**config.mk**
```make
export PLATFORM = sky130hd
export DESIGN_NAME = lfpm_axis
export DESIGN_NICKNAME = d
export VERILOG_FILES = /design/src/rtl/lfpm_pkg.sv /design/src/rtl/lfpm_axis.sv
export SDC_FILE = /design/constraint.sdc
export NUM_CORES = 2
export LEC_CHECK = 0
export BUFFER_PORTS_ARGS = -buffer_cell sky130_fd_sc_hd__buf_2
export CORE_MARGIN = 4
export CORE_UTILIZATION = 45
export CTS_BUF_LIST = sky130_fd_sc_hd__clkbuf_4 sky130_fd_sc_hd__clkbuf_8
export DETAILED_ROUTE_END_ITERATION = 10
export PLACE_DENSITY = 0.72
export SKIP_LAST_GASP = 1
export SLEW_MARGIN = 15
export SYNTH_ARGS = -nofsm -noshare
export SYNTH_HDL_FRONTEND = slang
export SYNTH_SLANG_ARGS = --single-unit
```
**constraint.sdc**
```tcl
create_clock -name i_clk -period 10 [get_ports i_clk]
set_clock_uncertainty 0.2 [all_clocks]
set_input_delay 1 -clock i_clk [delete_from_list [all_inputs] [get_ports i_clk]]
set_output_delay 1 -clock i_clk [all_outputs]
set_load 0.01 [all_outputs]
```
**src/rtl/lfpm_pkg.sv**
```systemverilog
`timescale 1ns / 1ps
package lfpm_pkg;

    localparam int COORD_BITS    = 20;
    localparam int FRAC_BITS     = 4;
    localparam int SRC_DIM_BITS  = 13;
    localparam int SRC_REG_BITS  = SRC_DIM_BITS + 1;
    localparam int LEFT_BITS     = COORD_BITS + 1;
    localparam int EDGE_BITS     = COORD_BITS + 2;
    localparam int PROD_BITS     = COORD_BITS + SRC_REG_BITS;
    localparam int STEPS_PER_STG = 2;
    localparam int DIV_STAGES    = (SRC_REG_BITS + STEPS_PER_STG - 1) / STEPS_PER_STG;
    localparam int AXIS_LAT      = DIV_STAGES + 1;
    localparam int CFG_IDX_BITS  = 3;
    localparam int CFG_DATA_BITS = COORD_BITS;
    localparam int GCNT_BITS     = $clog2(COORD_BITS + 1);

    localparam logic [COORD_BITS-1:0] ONE_PIXEL  = COORD_BITS'(1) << FRAC_BITS;
    localparam logic [COORD_BITS-1:0] HALF_PIXEL = ONE_PIXEL >> 1;
    localparam logic [SRC_REG_BITS-1:0] SRC_OUT_MAX =
        SRC_REG_BITS'((1 << SRC_DIM_BITS) - 1);

    // register indexes
    localparam logic [CFG_IDX_BITS-1:0] REG_AREA_MIN_X  = 3'd0;
    localparam logic [CFG_IDX_BITS-1:0] REG_AREA_MIN_Y  = 3'd1;
    localparam logic [CFG_IDX_BITS-1:0] REG_AREA_WIDTH  = 3'd2;
    localparam logic [CFG_IDX_BITS-1:0] REG_AREA_HEIGHT = 3'd3;
    localparam logic [CFG_IDX_BITS-1:0] REG_SRC_WIDTH   = 3'd4;
    localparam logic [CFG_IDX_BITS-1:0] REG_SRC_HEIGHT  = 3'd5;

    typedef struct packed {
        logic                     we;
        logic [CFG_IDX_BITS-1:0]  idx;
        logic [CFG_DATA_BITS-1:0] data;
    } t_cfg_wr;

    typedef struct packed {
        logic [LEFT_BITS-1:0]    left;
        logic [LEFT_BITS-1:0]    top;
        logic [EDGE_BITS-1:0]    right;
        logic [EDGE_BITS-1:0]    bottom;
        logic [COORD_BITS-1:0]   fw;
        logic [COORD_BITS-1:0]   fh;
        logic [SRC_REG_BITS-1:0] src_w;
        logic [SRC_REG_BITS-1:0] src_h;
        logic [SRC_DIM_BITS-1:0] lim_x;
        logic [SRC_DIM_BITS-1:0] lim_y;
        logic                    boxed;
        logic                    valid;
    } t_geo;

endpackage

```
**src/rtl/lfpm_axis.sv**
```systemverilog
`timescale 1ns / 1ps
// One axis of the point map: offset * src, then a pipelined restoring divide by len.
module lfpm_axis (
    input  logic                                 i_clk,
    input  logic                                 i_en,
    input  logic [lfpm_pkg::COORD_BITS-1:0]      i_off,
    input  logic [lfpm_pkg::SRC_REG_BITS-1:0]    i_src,
    input  logic [lfpm_pkg::COORD_BITS-1:0]      i_len,
    output logic [lfpm_pkg::SRC_REG_BITS-1:0]    o_quo
);
    localparam int CB = lfpm_pkg::COORD_BITS;
    localparam int QB = lfpm_pkg::SRC_REG_BITS;
    localparam int PB = lfpm_pkg::PROD_BITS;
    localparam int NS = lfpm_pkg::DIV_STAGES;
    localparam int SP = lfpm_pkg::STEPS_PER_STG;

    logic [PB-1:0] r_prod;
    logic [CB-1:0] r_rem [NS];
    logic [QB-1:0] r_dvd [NS];
    logic [QB-1:0] r_quo [NS];
    logic [CB-1:0] n_rem [NS];
    logic [QB-1:0] n_dvd [NS];
    logic [QB-1:0] n_quo [NS];

    // product stage
    always_ff @(posedge i_clk) begin
        if (i_en) begin
            r_prod <= PB'(i_off) * PB'(i_src);
        end
    end

    // divide steps: quotient is known to be below 2^QB, so the top part starts as remainder
    always_comb begin
        logic [CB-1:0] rem;
        logic [QB-1:0] dvd;
        logic [QB-1:0] quo;
        logic [CB:0]   t;
        for (int s = 0; s < NS; s++) begin
            if (s == 0) begin
                rem = r_prod[PB-1:QB];
                dvd = r_prod[QB-1:0];
                quo = '0;
            end else begin
                rem = r_rem[s-1];
                dvd = r_dvd[s-1];
                quo = r_quo[s-1];
            end
            for (int j = 0; j < SP; j++) begin
                if (s * SP + j < QB) begin
                    t   = {rem, dvd[QB-1]};
                    dvd = {dvd[QB-2:0], 1'b0};
                    if (t >= {1'b0, i_len}) begin
                        t   = t - {1'b0, i_len};
                        quo = {quo[QB-2:0], 1'b1};
                    end else begin
                        quo = {quo[QB-2:0], 1'b0};
                    end
                    rem = t[CB-1:0];
                end
            end
            n_rem[s] = rem;
            n_dvd[s] = dvd;
            n_quo[s] = quo;
        end
    end

    always_ff @(posedge i_clk) begin
        if (i_en) begin
            for (int s = 0; s < NS; s++) begin
                r_rem[s] <= n_rem[s];
                r_dvd[s] <= n_dvd[s];
                r_quo[s] <= n_quo[s];
            end
        end
    end

    assign o_quo = r_quo[NS-1];

endmodule

```
---- Yosys cells after proc, flatten, opt, wreduce, memory -nomap -nowiden ----
Memory sizes are Yosys's and may differ from the RTL's.
Cells that the tools add are included.
storage, ports and cells
  input bits .............................. 56
  memories ................................ 3
  word-level logic and storage cells ...... 63
  output and inout port bits .............. 14
  bits in writable memories ............... 322
  register bits ........................... 34
operators by class
  $lt $le $gt $ge ......................... 14
  muxes and demuxes ....................... 30
  multipliers ............................. 1
  add/subtract/negate cells ............... 14
memories
  name   words  width  rd ports  clocked after memory_dff  wr ports  line             text
  r_rem  7      20     6         0                         7         lfpm_axis.sv:18  logic [CB-1:0] r_rem [NS];
  r_quo  7      14     7         0                         7         lfpm_axis.sv:20  logic [QB-1:0] r_quo [NS];
  r_dvd  7      12     6         0                         7         lfpm_axis.sv:19  logic [QB-1:0] r_dvd [NS];
operators by type and width
  kind            count
  $ge 21x20->1    14
  $mux 20         14
  $sub 20x20->20  14
  $mul 20x14->34  1
  $mux 1          16

---- Depth between registers and ports, before layout ----
An unclocked memory read counts as a cell.
  depth after elaboration ................. 5
  gate-level depth with buffers ........... 26
  depth with buffers taken out ............ 23

---- Worst setup path after synthesis ----
OpenSTA, ideal clock, no wires.
  path type ............................... input to register
  from .................................... in i_src[4] (netlist bit)
  to ...................................... reg r_prod[32] (data pin)
  path buffers ............................ 1
  setup slack ............................. 2.634 ns
  setup time .............................. 0.271 ns
  arrival ................................. 6.895 ns
  cell stages on the path ................. 24
  data required time ...................... 9.529 ns
  cell sequence ........................... clkbuf_1 -> and2_1 -> fa_1 -> inv_1 -> fa_1 -> inv_1 -> fa_1 -> inv_1 -> fa_1 -> inv_1 -> fa_1 -> inv_1 -> fa_1 -> inv_1 -> ha_1 -> a21o_1 -> a211oi_1 -> and4b_1 -> o31ai_1 -> a31o_2 -> a311o_1 -> a41oi_1 -> mux2i_1 -> o2111ai_1
on the way
  cells in the longest elaborated chain, start to end .. 1
ends and longest elaborated chain
  what                    line             text
  start: declaration      lfpm_axis.sv:7   input logic [lfpm_pkg::SRC_REG_BITS-1:0] i_src,
  $mul 20x14->34          lfpm_axis.sv:28  r_prod <= PB'(i_off) * PB'(i_src);
  end signal: assignment  lfpm_axis.sv:28
  end: declaration        lfpm_axis.sv:17  logic [PB-1:0] r_prod;
No other way between the ends.
A chain may end at the register's enable or synchronous reset.

==> flow_summary.toml <==
[outcome]
status = "completed"

[clocking]
cts_tree = "done"
cts_root_buf = "clkbuf_8"
clk_pin_slew_ns = 0.07
cts-hold-fix-buffers = 0
clk_latency_ns = 0.62
cts_buffers = 44
clockBufferDepth = 3
h-tree-depth = 2
post_cts_buffers = 0
cts_resized = 0
clock_sinks = 252

[hold_path]
hp-start = "r_quo[5][6]"
hold_depth = 0
hold_class = "reg -> reg"
holdPathEnd = "r_quo[6][8]"

[timing]
tns_ns = 0
drv_slew = 0
max_slew_margin = 0.2570
rsz0062_at_grt = "no"
fmax_ghz = 0.1319
min_period_over_period = 0.7583
tightest_slew_ns = 1.111
hold_viol = 0
period_needed_ns = 7.583
setup_viol = 0

[placement]
hpwl_mm = 63.67
gp_congestion = 0.9274
port_buffers = 69

[die]
rows = 98
start_util = 0.4539
num_io_pins = 70
die_x_um = 276.3
coreArea_um2 = 71360
fp.dieH_um = 276.3
dieArea_um2 = 76340

[logic_synthesis]
ys_top_cells_by_area = "edfxtp_1, ha_1, fa_1"
yosysMostFrequentCell = "ha_1"
ys_top_cells_by_count = "ha_1, inv_1, nand2_1"
async_flop_share = 0
ys_types = 85
ys_seq_area_frac = 0.2336
syn_nets = 4072
avgSynthCellArea_um2 = 9.494
synth_edf_count = 252
synth-seq-cells = 252
synth_top_area_share = 0.2336
ys.flop_type = "edfxtp_1"
syn_inst = 3412
synth_top_area_cell = "edfxtp_1"
syn-cell-area_um2 = 32390
yosys_warnings = 0

[cells_and_area]
area_growth_pct = 6.783
multi_input_area_um2 = 23160
nNetsFinal = 4127
regArea_um2 = 7567
fillers = 6667
drive_above_1_share = 0.1016

[route]
vias = 25280
routed_wl_mm = 83.03
drt_iter0_markers = 2117
vias_per_cell = 5.686
dr.pass1.iters = 6
drc_errors = 0
drt-wirelength-per-cell_um = 18.67
ant_nets = 0

[worst_setup_path]
cp-start-kind = "input pin"
r2r-start = "r_rem[0][0]"
endpoint_kind = "flip-flop"
worst_ep_arrival_time_ns = 7.72
critPathKind = "in -> reg"
r2r_setup_slack_ns = 3.08
reg2reg_to = "r_rem[1][14]"
crit_required_ns = 10.13
critPathMaxFanout = 21
r2r_cells = 22

[global_routing]
grt_start_max_net_pins = 69
first_global_vias = 24500
grt_pass1_wl_mm = 132.1
gr-total-overflow = 0
grt_usage = 0.2125
grt_antenna_before_repair = 1

[job]
max_cap_viol_count = 0
cells in the final DEF (no fill, tap or decap), types with 21 or more instances in the layout:
cell type / n
a21o_1: 107
inv_1: 337
nand2b_1: 29
nor3_1: 59
a31oi_1: 27
nand4_1: 41
mux2_2: 118
buf_2: 68
xnor2_1: 136
mux2i_1: 27
and2_1: 136
o21a_1: 37
buf_4: 31
nand2_1: 322
o21ai_0: 170
mux2_1: 22
a211oi_1: 29
edfxtp_1: 252
fa_1: 226
nor2_1: 170
and3_1: 21
clkbuf_8: 45
ha_1: 378
mux2_4: 34
xor2_1: 83
or3_1: 22
a21oi_1: 205
nor2b_1: 48
nand3_1: 43
o31ai_1: 21
logic make-up (layout without fill, tap and decap cells):
kind of cell    Yosys count  after routing  synth area share
buf+inv                 428            511           0.05183
fa+ha+maj               604            604            0.2857
compound gates          763            763            0.1534
simple gates            944            944            0.1432
xor+xnor                219            219           0.05921
flops                   252            252            0.2336
mux                     202            202           0.07308
other cells               0              1                 0
per-stage QoR:
stage          utilization  hold WS, ns  std cells  setup slack [ns]  cell area (µm²)
2_1_floorplan            -       0.2003       3412             2.634            32390
3_3_place_gp        0.4732       0.2006       4371             2.132            33770
3_5_place_dp        0.4732       0.2045       4371             1.876            33770
4_1_cts             0.4847       0.2107       4445             2.506            34590
5_1_grt             0.4847       0.2121       4446             1.911            34590
6_report            0.4847       0.2040       4446             2.417            34590
state kept, by name (all words and copies together) (netlist names):
signal and count:
r_dvd 42, r_prod 34, r_rem 120, r_quo 56
worst max-delay path by stage:
stage / start / to / slack [ns]
floorplan: i_src[4] / r_prod[32] / 2.63
global placement: i_len[1] / r_rem[1][17] / 2.13
detailed placement: i_len[1] / r_rem[1][12] / 1.88
CTS: i_len[1] / r_rem[1][14] / 2.51
global route: i_len[1] / r_rem[1][16] / 1.91
finish: i_len[1] / r_rem[1][14] / 2.42
metal layers:
metal,up-vias,global-route usage,part of all wire
li1,12240,-,-
met1,12160,0.2897,0.44
met2,752,0.3521,0.46
met3,130,0.03057,0.060
met4,0,0.06486,0.033
met5,-,0,0
final cells by class:
cell class,count,area share
tap,950,0.03436
antenna,1,0.00007234
inverter,337,0.03657
multi-input combinational,2732,0.6696
clock buffer,60,0.02116
sequential,252,0.2188
timing repair buffer,100,0.01700
clock inverter,14,0.002460
worst max-delay path, stage by stage:
cell       delay, ns
buf_2           0.33
inv_1           0.07
buf_4           0.28
ha_1            0.35
nor2b_1         0.14
o31a_1          0.27
o31ai_1         0.31
a31oi_1         0.25
o211a_1         0.27
o21ai_1         0.12
buf_4           0.19
inv_1           0.33
and2_0          0.29
a21o_1          0.19
inv_1           0.06
ha_1            0.23
nor2b_1         0.13
o21ai_0         0.23
a21oi_1         0.14
o31ai_1         0.32
a21oi_1         0.14
o21a_1          0.23
a2111oi_0       0.37
nand3_1         0.85
mux2_2          0.59
Power is not shown: default switching activity piles up to over one toggle a cycle in this logic, so the estimate is an artifact.
