**src/rtl/lfpm_pkg.sv**
```systemverilog
`timescale 1ns / 1ps
package lfpm_pkg;

    localparam int COORD_BITS    = 20;
    localparam int FRAC_BITS     = 4;
    localparam int SRC_DIM_BITS  = 13;
    localparam int SRC_REG_BITS  = SRC_DIM_BITS + 1;
    localparam int LEFT_BITS     = COORD_BITS + 1;
    localparam int EDGE_BITS     = COORD_BITS + 2;
    localparam int PROD_BITS     = COORD_BITS + SRC_REG_BITS;
    localparam int STEPS_PER_STG = 2;
    localparam int DIV_STAGES    = (SRC_REG_BITS + STEPS_PER_STG - 1) / STEPS_PER_STG;
    localparam int AXIS_LAT      = DIV_STAGES + 1;
    localparam int CFG_IDX_BITS  = 3;
    localparam int CFG_DATA_BITS = COORD_BITS;
    localparam int GCNT_BITS     = $clog2(COORD_BITS + 1);

    localparam logic [COORD_BITS-1:0] ONE_PIXEL  = COORD_BITS'(1) << FRAC_BITS;
    localparam logic [COORD_BITS-1:0] HALF_PIXEL = ONE_PIXEL >> 1;
    localparam logic [SRC_REG_BITS-1:0] SRC_OUT_MAX =
        SRC_REG_BITS'((1 << SRC_DIM_BITS) - 1);

    // register indexes
    localparam logic [CFG_IDX_BITS-1:0] REG_AREA_MIN_X  = 3'd0;
    localparam logic [CFG_IDX_BITS-1:0] REG_AREA_MIN_Y  = 3'd1;
    localparam logic [CFG_IDX_BITS-1:0] REG_AREA_WIDTH  = 3'd2;
    localparam logic [CFG_IDX_BITS-1:0] REG_AREA_HEIGHT = 3'd3;
    localparam logic [CFG_IDX_BITS-1:0] REG_SRC_WIDTH   = 3'd4;
    localparam logic [CFG_IDX_BITS-1:0] REG_SRC_HEIGHT  = 3'd5;

    typedef struct packed {
        logic                     we;
        logic [CFG_IDX_BITS-1:0]  idx;
        logic [CFG_DATA_BITS-1:0] data;
    } t_cfg_wr;

    typedef struct packed {
        logic [LEFT_BITS-1:0]    left;
        logic [LEFT_BITS-1:0]    top;
        logic [EDGE_BITS-1:0]    right;
        logic [EDGE_BITS-1:0]    bottom;
        logic [COORD_BITS-1:0]   fw;
        logic [COORD_BITS-1:0]   fh;
        logic [SRC_REG_BITS-1:0] src_w;
        logic [SRC_REG_BITS-1:0] src_h;
        logic [SRC_DIM_BITS-1:0] lim_x;
        logic [SRC_DIM_BITS-1:0] lim_y;
        logic                    boxed;
        logic                    valid;
    } t_geo;

endpackage

```
**src/rtl/lfpm_geom.sv**
```systemverilog
`timescale 1ns / 1ps
// Configuration registers and the fit geometry sequencer (shared serial divider).
module lfpm_geom (
    input  logic              i_clk,
    input  logic              i_rst_n,
    input  lfpm_pkg::t_cfg_wr i_cfg,
    output lfpm_pkg::t_geo    o_geo,
    output logic              o_busy
);
    localparam int CB = lfpm_pkg::COORD_BITS;
    localparam int QB = lfpm_pkg::SRC_REG_BITS;
    localparam int PB = lfpm_pkg::PROD_BITS;
    localparam int NB = lfpm_pkg::GCNT_BITS;

    typedef enum logic [5:0] {
        G_IDLE = 6'b000001,
        G_MUL  = 6'b000010,
        G_SEL  = 6'b000100,
        G_DIV  = 6'b001000,
        G_FIN  = 6'b010000,
        G_EDGE = 6'b100000
    } t_gstate;

    t_gstate         r_state;
    logic [CB-1:0]   r_amx, r_amy, r_aw, r_ah;
    logic [QB-1:0]   r_sw, r_sh;
    logic [PB-1:0]   r_pa, r_pb;
    logic            r_tall;
    logic [QB-1:0]   r_dsr;
    logic [QB-1:0]   r_rem;
    logic [CB-1:0]   r_low;
    logic [CB-1:0]   r_quo;
    logic [NB-1:0]   r_cnt;
    logic [CB-1:0]   r_dw, r_dh;
    lfpm_pkg::t_geo  r_geo;
    logic [QB:0]     n_t;
    logic            n_ge;
    logic            n_zero;

    assign n_t    = {r_rem, r_low[CB-1]};
    assign n_ge   = n_t >= {1'b0, r_dsr};
    assign n_zero = (r_aw == '0) || (r_ah == '0) || (r_sw == '0) || (r_sh == '0);

    // configuration writes
    always_ff @(posedge i_clk) begin
        if (!i_rst_n) begin
            r_amx <= '0;
            r_amy <= '0;
            r_aw  <= '0;
            r_ah  <= '0;
            r_sw  <= '0;
            r_sh  <= '0;
        end else if (i_cfg.we) begin
            unique case (i_cfg.idx)
                lfpm_pkg::REG_AREA_MIN_X:  r_amx <= i_cfg.data[CB-1:0];
                lfpm_pkg::REG_AREA_MIN_Y:  r_amy <= i_cfg.data[CB-1:0];
                lfpm_pkg::REG_AREA_WIDTH:  r_aw  <= i_cfg.data[CB-1:0];
                lfpm_pkg::REG_AREA_HEIGHT: r_ah  <= i_cfg.data[CB-1:0];
                lfpm_pkg::REG_SRC_WIDTH:   r_sw  <= i_cfg.data[QB-1:0];
                lfpm_pkg::REG_SRC_HEIGHT:  r_sh  <= i_cfg.data[QB-1:0];
                default: ;
            endcase
        end
    end

    // sequencer: any write restarts the geometry
    always_ff @(posedge i_clk) begin
        if (!i_rst_n) begin
            r_state <= G_IDLE;
            r_geo   <= '0;
        end else if (i_cfg.we) begin
            r_state <= G_MUL;
        end else begin
            unique case (r_state)
                G_IDLE: begin
                    r_state <= G_IDLE;
                end
                G_MUL: begin
                    r_state <= G_SEL;
                end
                G_SEL: begin
                    if (n_zero) begin
                        r_geo   <= '0;
                        r_state <= G_IDLE;
                    end else begin
                        r_state <= G_DIV;
                    end
                end
                G_DIV: begin
                    if (r_cnt == NB'(CB - 1)) begin
                        r_state <= G_FIN;
                    end
                end
                G_FIN: begin
                    r_state <= G_EDGE;
                end
                G_EDGE: begin
                    r_geo.left   <= lfpm_pkg::LEFT_BITS'(r_amx) + lfpm_pkg::LEFT_BITS'(r_dw >> 1);
                    r_geo.top    <= lfpm_pkg::LEFT_BITS'(r_amy) + lfpm_pkg::LEFT_BITS'(r_dh >> 1);
                    r_geo.boxed  <= (r_dw > lfpm_pkg::HALF_PIXEL) || (r_dh > lfpm_pkg::HALF_PIXEL);
                    r_geo.valid  <= (r_geo.fw >= lfpm_pkg::ONE_PIXEL)
                                 && (r_geo.fh >= lfpm_pkg::ONE_PIXEL);
                    r_geo.src_w  <= r_sw;
                    r_geo.src_h  <= r_sh;
                    r_geo.lim_x  <= (r_sw - QB'(1) > lfpm_pkg::SRC_OUT_MAX)
                                  ? lfpm_pkg::SRC_DIM_BITS'(lfpm_pkg::SRC_OUT_MAX)
                                  : lfpm_pkg::SRC_DIM_BITS'(r_sw - QB'(1));
                    r_geo.lim_y  <= (r_sh - QB'(1) > lfpm_pkg::SRC_OUT_MAX)
                                  ? lfpm_pkg::SRC_DIM_BITS'(lfpm_pkg::SRC_OUT_MAX)
                                  : lfpm_pkg::SRC_DIM_BITS'(r_sh - QB'(1));
                    // far edges: area origin plus half the margin plus the registered fit size
                    r_geo.right  <= lfpm_pkg::EDGE_BITS'(r_amx)
                                  + lfpm_pkg::EDGE_BITS'(r_dw >> 1)
                                  + lfpm_pkg::EDGE_BITS'(r_geo.fw);
                    r_geo.bottom <= lfpm_pkg::EDGE_BITS'(r_amy)
                                  + lfpm_pkg::EDGE_BITS'(r_dh >> 1)
                                  + lfpm_pkg::EDGE_BITS'(r_geo.fh);
                    r_state      <= G_IDLE;
                end
                default: r_state <= G_IDLE;
            endcase
            if (r_state == G_FIN) begin
                r_geo.fw <= r_tall ? r_quo : r_aw;
                r_geo.fh <= r_tall ? r_ah : r_quo;
            end
        end
    end

    // datapath of the sequencer
    always_ff @(posedge i_clk) begin
        unique case (r_state)
            G_MUL: begin
                r_pa <= PB'(r_aw) * PB'(r_sh);
                r_pb <= PB'(r_ah) * PB'(r_sw);
            end
            G_SEL: begin
                r_tall <= r_pa > r_pb;
                r_cnt  <= '0;
                r_quo  <= '0;
                if (r_pa > r_pb) begin
                    r_dsr <= r_sh;
                    r_rem <= r_pb[PB-1:CB];
                    r_low <= r_pb[CB-1:0];
                end else begin
                    r_dsr <= r_sw;
                    r_rem <= r_pa[PB-1:CB];
                    r_low <= r_pa[CB-1:0];
                end
            end
            G_DIV: begin
                r_rem <= n_ge ? QB'(n_t - {1'b0, r_dsr}) : n_t[QB-1:0];
                r_quo <= {r_quo[CB-2:0], n_ge};
                r_low <= {r_low[CB-2:0], 1'b0};
                r_cnt <= r_cnt + NB'(1);
            end
            G_FIN: begin
                r_dw <= r_aw - (r_tall ? r_quo : r_aw);
                r_dh <= r_ah - (r_tall ? r_ah : r_quo);
            end
            default: ;
        endcase
    end

    assign o_geo  = r_geo;
    assign o_busy = (r_state != G_IDLE) || i_cfg.we;

endmodule

```
**config.mk**
```make
export PLATFORM = sky130hd
export DESIGN_NAME = lfpm_geom
export DESIGN_NICKNAME = d
export VERILOG_FILES = /design/src/rtl/lfpm_pkg.sv /design/src/rtl/lfpm_geom.sv
export SDC_FILE = /design/constraint.sdc
export NUM_CORES = 2
export LEC_CHECK = 0
export BUFFER_PORTS_ARGS = -buffer_cell sky130_fd_sc_hd__buf_2
export CAP_MARGIN = 20
export CORE_UTILIZATION = 30
export DETAILED_ROUTE_END_ITERATION = 7
export GPL_TIMING_DRIVEN = 0
export HOLD_SLACK_MARGIN = 0.1
export PLACE_DENSITY_LB_ADDON = 0.12
export SLEW_MARGIN = 25
export SYNTH_ARGS = -nofsm -noshare
export SYNTH_HDL_FRONTEND = slang
export SYNTH_SLANG_ARGS = --single-unit
```
**constraint.sdc**
```tcl
create_clock -name i_clk -period 5.75 [get_ports i_clk]
set_input_delay 0.575 -clock i_clk [delete_from_list [all_inputs] [get_ports i_clk]]
set_output_delay 0.575 -clock i_clk [all_outputs]
set_load 0.1 [all_outputs]
```
* Yosys cells after proc, flatten, opt, wreduce, memory -nomap -nowiden
Cells that the tools add are included.
Word-level totals: logic and storage cells 114, output and inout bits 183, input port bits 26, bits in registers 478
Operators by class: magnitude comparators 8, reductions and logical operators 24, add/sub/neg operators 12, bitwise operators 2, mux-type cells 21, equal/unequal tests 15, $mul 2
Operators with widths (count):
- 182-bit two-way mux | 1
- 86-bit one-hot mux with 2 select lines | 1
- 56-bit one-hot mux with 2 select lines | 1
- 20-bit by 19-bit adder with 21-bit output | 4
- 40-bit two-way mux | 2
- 20-bit one-hot mux with 2 select lines | 2
- 20-bit by 14-bit multiplier with 34-bit output | 2
- 20-bit two-way mux | 3
- 21-bit by 20-bit adder with 22-bit output | 2
- 14-bit two-way mux | 3
- 20-bit by 5-bit greater-or-equal comparator with 1-bit output, second input constant | 2
- 20-bit by 4-bit > comparator with 1-bit output, second input constant | 2
- 20-bit zero test | 2
- 20-bit subtractor | 2
- 34-bit > comparator | 1
- 14-bit by 13-bit > comparator with 1-bit output, second input constant | 2
- 14-bit zero test | 2
- 14-bit one-hot mux with 2 select lines | 1
- 14-bit by 1-bit subtractor with 14-bit output, second input constant | 2
- 13-bit two-way mux | 2
- 6-bit one-hot mux with 4 select lines | 1
- 15-bit by 14-bit greater-or-equal comparator with 1-bit output | 1
- 14-bit subtractor | 1
- 2-bit AND reduction | 6
- 24 further kinds | 36

* Longest topological paths before layout
depth after elaboration 7, mapped depth 26, depth with buffers taken out 24

* Least setup slack after synthesis
Ideal clock, no wire load.
path kind register -> register, start register r_sw[6], end register r_pb[31] (data pin), setup time 0.265 ns, data arrival time 6.080 ns, setup slack -0.595 ns, data required time 5.485 ns, cell stages (with the launch flop) 24, cell sequence dfxtp_1 -> clkbuf_1 -> clkbuf_1 -> nand2_1 -> fa_1 -> fa_1 -> inv_1 -> fa_1 -> fa_1 -> fa_1 -> inv_1 -> fa_1 -> inv_1 -> ha_1 -> a21o_1 -> a21oi_1 -> o221ai_1 -> o211ai_1 -> a41oi_1 -> o21a_1 -> a221oi_1 -> o21ba_2 -> o21ai_0 -> xor2_1
Between the ends: word-level cells in the longest chain between the ends 1
RTL lines:
- start: declaration | line lfpm_geom.sv:26 | logic [QB-1:0] r_sw, r_sh;
- start signal: assignment | line lfpm_geom.sv:59 | lfpm_pkg::REG_SRC_WIDTH: r_sw <= i_cfg.data[QB-1:0];
- 20-bit by 14-bit multiplier with 34-bit output | line lfpm_geom.sv:134 | r_pb <= PB'(r_ah) * PB'(r_sw);
- end signal: assignment | line lfpm_geom.sv:134
- end: declaration | line lfpm_geom.sv:27 | logic [PB-1:0] r_pa, r_pb;
No other way between the ends. A chain may end at the register's enable or synchronous reset.

* Worst setup path after layout
start register r_ah[5], end register r_pb[32] (data pin)
Between the ends: word-level cells in the longest chain between the ends 1
RTL lines:
- start: declaration | line lfpm_geom.sv:25 | logic [CB-1:0] r_amx, r_amy, r_aw, r_ah;
- start signal: assignment | line lfpm_geom.sv:58 | lfpm_pkg::REG_AREA_HEIGHT: r_ah <= i_cfg.data[CB-1:0];
- 20-bit by 14-bit multiplier with 34-bit output | line lfpm_geom.sv:134
No other way between the ends.

==> report_table.html <==
<table>
<tr><th>Metric</th><th>Value</th></tr>
<tr><th colspan="2">Route</th></tr>
<tr><td>DRT Pass-1 Iters</td><td>5</td></tr>
<tr><td>Count of unresolved DRC violations after routing</td><td>0</td></tr>
<tr><td>Amount of wire on met2 after detailed routing</td><td>76.85 mm</td></tr>
<tr><td>Residual antenna-violating net count after detailed routing</td><td>0</td></tr>
<tr><td>Via Count</td><td>35510</td></tr>
<tr><td>Drt initial violations</td><td>2456</td></tr>
<tr><td>Highest signal layer in the routed design</td><td>met5</td></tr>
<tr><td>Wire length reported by the detailed router</td><td>170.0 mm</td></tr>
<tr><td>Met1 layer wirelength in the final routing</td><td>78.12 mm</td></tr>
<tr><td>Via-per-instance ratio</td><td>4.968</td></tr>
<tr><td>Average wire length per cell after detail routing</td><td>23.78 µm</td></tr>
<tr><td>Amount of wire on met3 after detailed routing</td><td>10.64 mm</td></tr>
<tr><th colspan="2">Clock tree</th></tr>
<tr><td>Clk slew on worst S/H paths</td><td>0.07 ns</td></tr>
<tr><td>CTS HTree Levels</td><td>2</td></tr>
<tr><td>Library cell used as clock root buffer</td><td>clkbuf_16</td></tr>
<tr><td>Clock buffers created by TritonCTS</td><td>55</td></tr>
<tr><td># clock sinks</td><td>478</td></tr>
<tr><td>Clock latency at the later pin of the worst-skew pair</td><td>0.69 ns</td></tr>
<tr><td>CTS hold repair buffers</td><td>0</td></tr>
<tr><td>CTS tree</td><td>built</td></tr>
<tr><td>Clock buffer depth</td><td>3</td></tr>
<tr><th colspan="2">Synth</th></tr>
<tr><td>Number of distinct library cell variants in the gate-level netlist after synthesis</td><td>82</td></tr>
<tr><td>Mean instance size in the synthesized netlist</td><td>9.202 µm²</td></tr>
<tr><td>Gate count after technology mapping</td><td>4761</td></tr>
<tr><td>Main combinational cell family by area after synthesis</td><td>adder cells</td></tr>
<tr><td>Portion of synthesized cell area occupied by the leading cell type</td><td>0.2152</td></tr>
<tr><td>Xor/xnor share of the synthesized area</td><td>0.03838</td></tr>
<tr><td>Proportion of synthesized flip-flops having asynchronous set or reset</td><td>0</td></tr>
<tr><td>Synth Warn #</td><td>0</td></tr>
<tr><td>Count leader, synth</td><td>nand2_1</td></tr>
<tr><td>Number of register bits inferred by synthesis</td><td>478</td></tr>
<tr><td>Synth Area in Adders</td><td>0.3195</td></tr>
<tr><td>Top cells by instance count after synthesis</td><td>762 x nand2_1, 540 x inv_1, 471 x fa_1, 365 x ha_1, 296 x dfxtp_1</td></tr>
<tr><td>Area fraction in compound gates after synthesis</td><td>0.1208</td></tr>
<tr><td>Simple-gate area share of the yosys netlist</td><td>0.1711</td></tr>
<tr><td>Area of the mapped netlist</td><td>43810 µm²</td></tr>
<tr><td>Post-synth EDFFs</td><td>182</td></tr>
<tr><td>Most instantiated flip-flop cell in the synthesis netlist</td><td>dfxtp_1</td></tr>
<tr><td>Library cell with the largest summed area after synthesis</td><td>fa_1</td></tr>
<tr><td>Synthesized netlist net count</td><td>5623</td></tr>
<tr><td>Proportion of synthesized area in mux cells</td><td>0.02093</td></tr>
<tr><td>Sequential share of the synthesized area</td><td>0.2600</td></tr>
<tr><td>Largest cells by area after synthesis</td><td>fa_1 22%, dfxtp_1 14%, edfxtp_1 12%</td></tr>
<tr><th colspan="2">Placement</th></tr>
<tr><td>Post-DP HPWL</td><td>130.8 mm</td></tr>
<tr><td>Number of placed cells counting well taps</td><td>6875</td></tr>
<tr><td>Quantity of I/O buffers inserted on ports</td><td>208</td></tr>
<tr><td>Worst slack at placement</td><td>-1.695 ns</td></tr>
<tr><td>Final RePlAce weighted congestion</td><td>0.8736</td></tr>
<tr><th colspan="2">Pwr</th></tr>
<tr><td>Clock power frac</td><td>0.455</td></tr>
<tr><td>Switching fraction of total power</td><td>0.2638</td></tr>
<tr><td>Total power per unit cell area</td><td>145.5 nW/µm²</td></tr>
<tr><td>Internal power component</td><td>5.713 mW</td></tr>
<tr><td>Highest ir drop seen on vdd</td><td>0.2527 mV</td></tr>
<tr><td>Total leakage power</td><td>24.27 nW</td></tr>
<tr><td>NetSw</td><td>2.047 mW</td></tr>
<tr><td>Combinational share of power</td><td>0.088</td></tr>
<tr><td>Post-layout total power</td><td>7.760 mW</td></tr>
<tr><td>Register share of total power</td><td>0.457</td></tr>
<tr><th colspan="2">Setup path</th></tr>
<tr><td>Type of element capturing the critical path</td><td>register</td></tr>
<tr><td>Arrival time of data at the critical path endpoint</td><td>6.84 ns</td></tr>
<tr><td>WP data required</td><td>6.14 ns</td></tr>
<tr><td>Crit path launch type</td><td>register</td></tr>
<tr><td>Crit path max fanout</td><td>5</td></tr>
<tr><td>Type of the worst setup path</td><td>reg -&gt; reg</td></tr>
<tr><th colspan="2">Timing</th></tr>
<tr><td>Post-route setup slack</td><td>-0.7023 ns</td></tr>
<tr><td>Fin. Hold Viols</td><td>0</td></tr>
<tr><td>Maximum frequency from static timing analysis</td><td>0.1550 GHz</td></tr>
<tr><td>Worst relative slew slack</td><td>0.2423</td></tr>
<tr><td>Skew final</td><td>0.09301 ns</td></tr>
<tr><td>Slew at the pin with the worst max-slew slack</td><td>1.137 ns</td></tr>
<tr><td>Sum Neg Setup Slack</td><td>-7.668 ns</td></tr>
<tr><td>Count of endpoints failing setup in the final report</td><td>24</td></tr>
<tr><td>Clock period minus worst slack</td><td>6.452 ns</td></tr>
<tr><td>RSZ-0062 raised after global routing</td><td>true</td></tr>
<tr><td>Period utilisation layout</td><td>1.122</td></tr>
<tr><td>Number of pins exceeding their max-slew limit in the final report</td><td>0</td></tr>
<tr><th colspan="2">Finish</th></tr>
<tr><td>Number of fill cells in the layout</td><td>14730</td></tr>
<tr><td>Storage cell area</td><td>11570 µm²</td></tr>
<tr><td>Util after Layout</td><td>0.3699</td></tr>
<tr><td>Area taken by multi-input logic gates</td><td>30630 µm²</td></tr>
<tr><td>Total Nets Final</td><td>6056</td></tr>
<tr><td>Fraction of final layout cells with drive strength greater than 1</td><td>0.1713</td></tr>
<tr><td>Post-layout instance count excluding filler cells</td><td>7149</td></tr>
<tr><td>Area grow syn2layout</td><td>21.74%</td></tr>
<tr><th colspan="2">Flow run</th></tr>
<tr><td>Number of violations of the max-capacitance limit</td><td>0</td></tr>
<tr><th colspan="2">Die</th></tr>
<tr><td>Die width</td><td>384.1 µm</td></tr>
<tr><td>Area enclosed by the die boundary</td><td>147600 µm²</td></tr>
<tr><td>Effective utilization at floorplan</td><td>0.3039</td></tr>
<tr><td>Area of the placeable core</td><td>144200 µm²</td></tr>
<tr><td>Die boundary height</td><td>384.1 µm</td></tr>
<tr><td>Std-Cell Rows</td><td>139</td></tr>
<tr><td>Total I/O pin count</td><td>209</td></tr>
<tr><th colspan="2">Global route</th></tr>
<tr><td>Number of antenna violations at the first check in global routing</td><td>19</td></tr>
<tr><td>First-pass GRT wire length</td><td>246.6 mm</td></tr>
<tr><td>Total overflow reported by the global router</td><td>0</td></tr>
<tr><td>Vias in the first global route</td><td>35670</td></tr>
<tr><td>Largest net degree at the start of global routing</td><td>43</td></tr>
<tr><td>Tot GR Track Use</td><td>0.2289</td></tr>
<tr><th colspan="2">Hold path</th></tr>
<tr><td>Type of the tightest min-delay check</td><td>in -&gt; reg</td></tr>
<tr><th colspan="2">Outcome</th></tr>
<tr><td>Run status</td><td>finished, violations left</td></tr>
<tr><td>Failing checks</td><td>setup timing</td></tr>
</table>
-- placed cells by master, fill, tap and decap left out, types with 24 or more instances in the layout --
cell,n
nor3_1,74
buf_2,224
edfxtp_1,182
a21oi_2,27
inv_2,30
clkbuf_16,98
nand2_1,751
a211oi_1,35
and2_1,268
o21a_1,27
nor2_1,128
nand4_1,27
a21oi_1,153
nor4_1,42
dfxtp_1,246
ha_1,337
clkbuf_8,33
ha_4,24
a21o_1,79
buf_4,158
dfxtp_4,45
a21boi_0,164
clkbuf_1,114
fa_1,453
mux2i_1,77
xor2_1,66
buf_6,29
xnor2_1,99
nor2b_1,73
inv_1,509
nand3_1,81
o21ai_0,142
-- timing repair --
| item | 4_1_cts | 5_1_grt |
|---|---|---|
| hold endpoints to repair | 0 | 0 |
| setup endpoints to repair | 48 | 39 |
| buffers inserted | 139 | 46 |
| gates resized for setup | 504 | 142 |
| gates cloned | 1 | 0 |
| pin swaps | 147 | 121 |
-- worst paths after layout --
kind | to | cells past startpoint | slack [ns] | startpoint
min | r_ah[19] | 3 | 0.31 | i_cfg[19]
max reg2reg | r_pb[32] | 21 | -0.70 | r_ah[5]
max | r_pb[32] | 21 | -0.70 | r_ah[5]
min reg2reg | o_geo[115] | 2 | 0.45 | o_geo[115]
-- power groups by stage --
stage | logic, mW | clock network (mW) | registers, mW
finish | 0.687 | 3.53 | 3.54
global route | 0.730 | 3.73 | 3.54
CTS | 0.669 | 3.60 | 3.55
detailed placement | 0.592 | 0 | 3.63
global placement | 0.592 | 0 | 3.64
floorplan | 0.356 | 0 | 3.61
-- kinds of logic (layout without fill, tap and decap cells) --
family	Yosys count	after routing
AO/OA/AOI/OAI	800	800
XOR/XNOR	192	192
adder cells (fa/ha/maj)	836	836
buffers and inverters	788	1268
flip-flops	478	478
multiplexers	90	90
other	0	5
AND/OR/NAND/NOR	1577	1577
-- state kept, by name, indices dropped and copies added, names as in the netlist --
signal	flops
o_geo	182
r_pa	34
r_pb	34
r_ah	20
r_amx	20
r_amy	20
r_aw	20
r_dh	20
r_dw	20
r_low	20
r_quo	20
r_dsr	14
r_rem	14
r_sh	14
r_sw	14
r_state	6
r_cnt	5
r_tall	1
-- layer usage --
| layer | vias up | track usage |
|---|---|---|
| met5 | - | 0 |
| met4 | 6 | 0.05504 |
| met3 | 205 | 0.03506 |
| met2 | 949 | 0.3635 |
| met1 | 17770 | 0.3238 |
| li1 | 16590 | - |
-- final cells by class --
type,instances,area share
Antenna cell,5,0.0002346
Timing Repair Buffer,388,0.04814
Tap cell,1903,0.04464
Clock inverter,33,0.005348
Buffer,236,0.04485
Sequential cell,478,0.2168
Clock buffer,71,0.02770
Multi-Input combinational cell,3495,0.5742
Inverter,540,0.03805
-- through the flow --
| step | area (µm²) | hold slack (ns) |
|---|---|---|
| finish | 53340 | 0.3133 |
| detailed placement | 47620 | 0.4411 |
| floorplan | 44120 | 0.4813 |
| CTS | 52500 | 0.2520 |
| global placement | 47540 | 0.4365 |
| global route | 53330 | 0.2736 |
-- worst max-delay path, stage by stage (launching register included) --
cell and delay [ns]:
dfxtp_4 0.39, clkbuf_16 0.16, buf_4 0.15, buf_4 0.17, and2_1 0.17, fa_1 0.52
fa_1 0.43, fa_1 0.52, fa_1 0.43, fa_1 0.51, inv_1 0.10, fa_1 0.50
inv_1 0.05, ha_2 0.31, o21a_1 0.20, o21a_1 0.19, and3_1 0.18, a221o_1 0.40
a2111oi_4 0.31, o21a_1 0.19, o31ai_2 0.08, xor2_2 0.19
(Power assumes the default switching activity.)
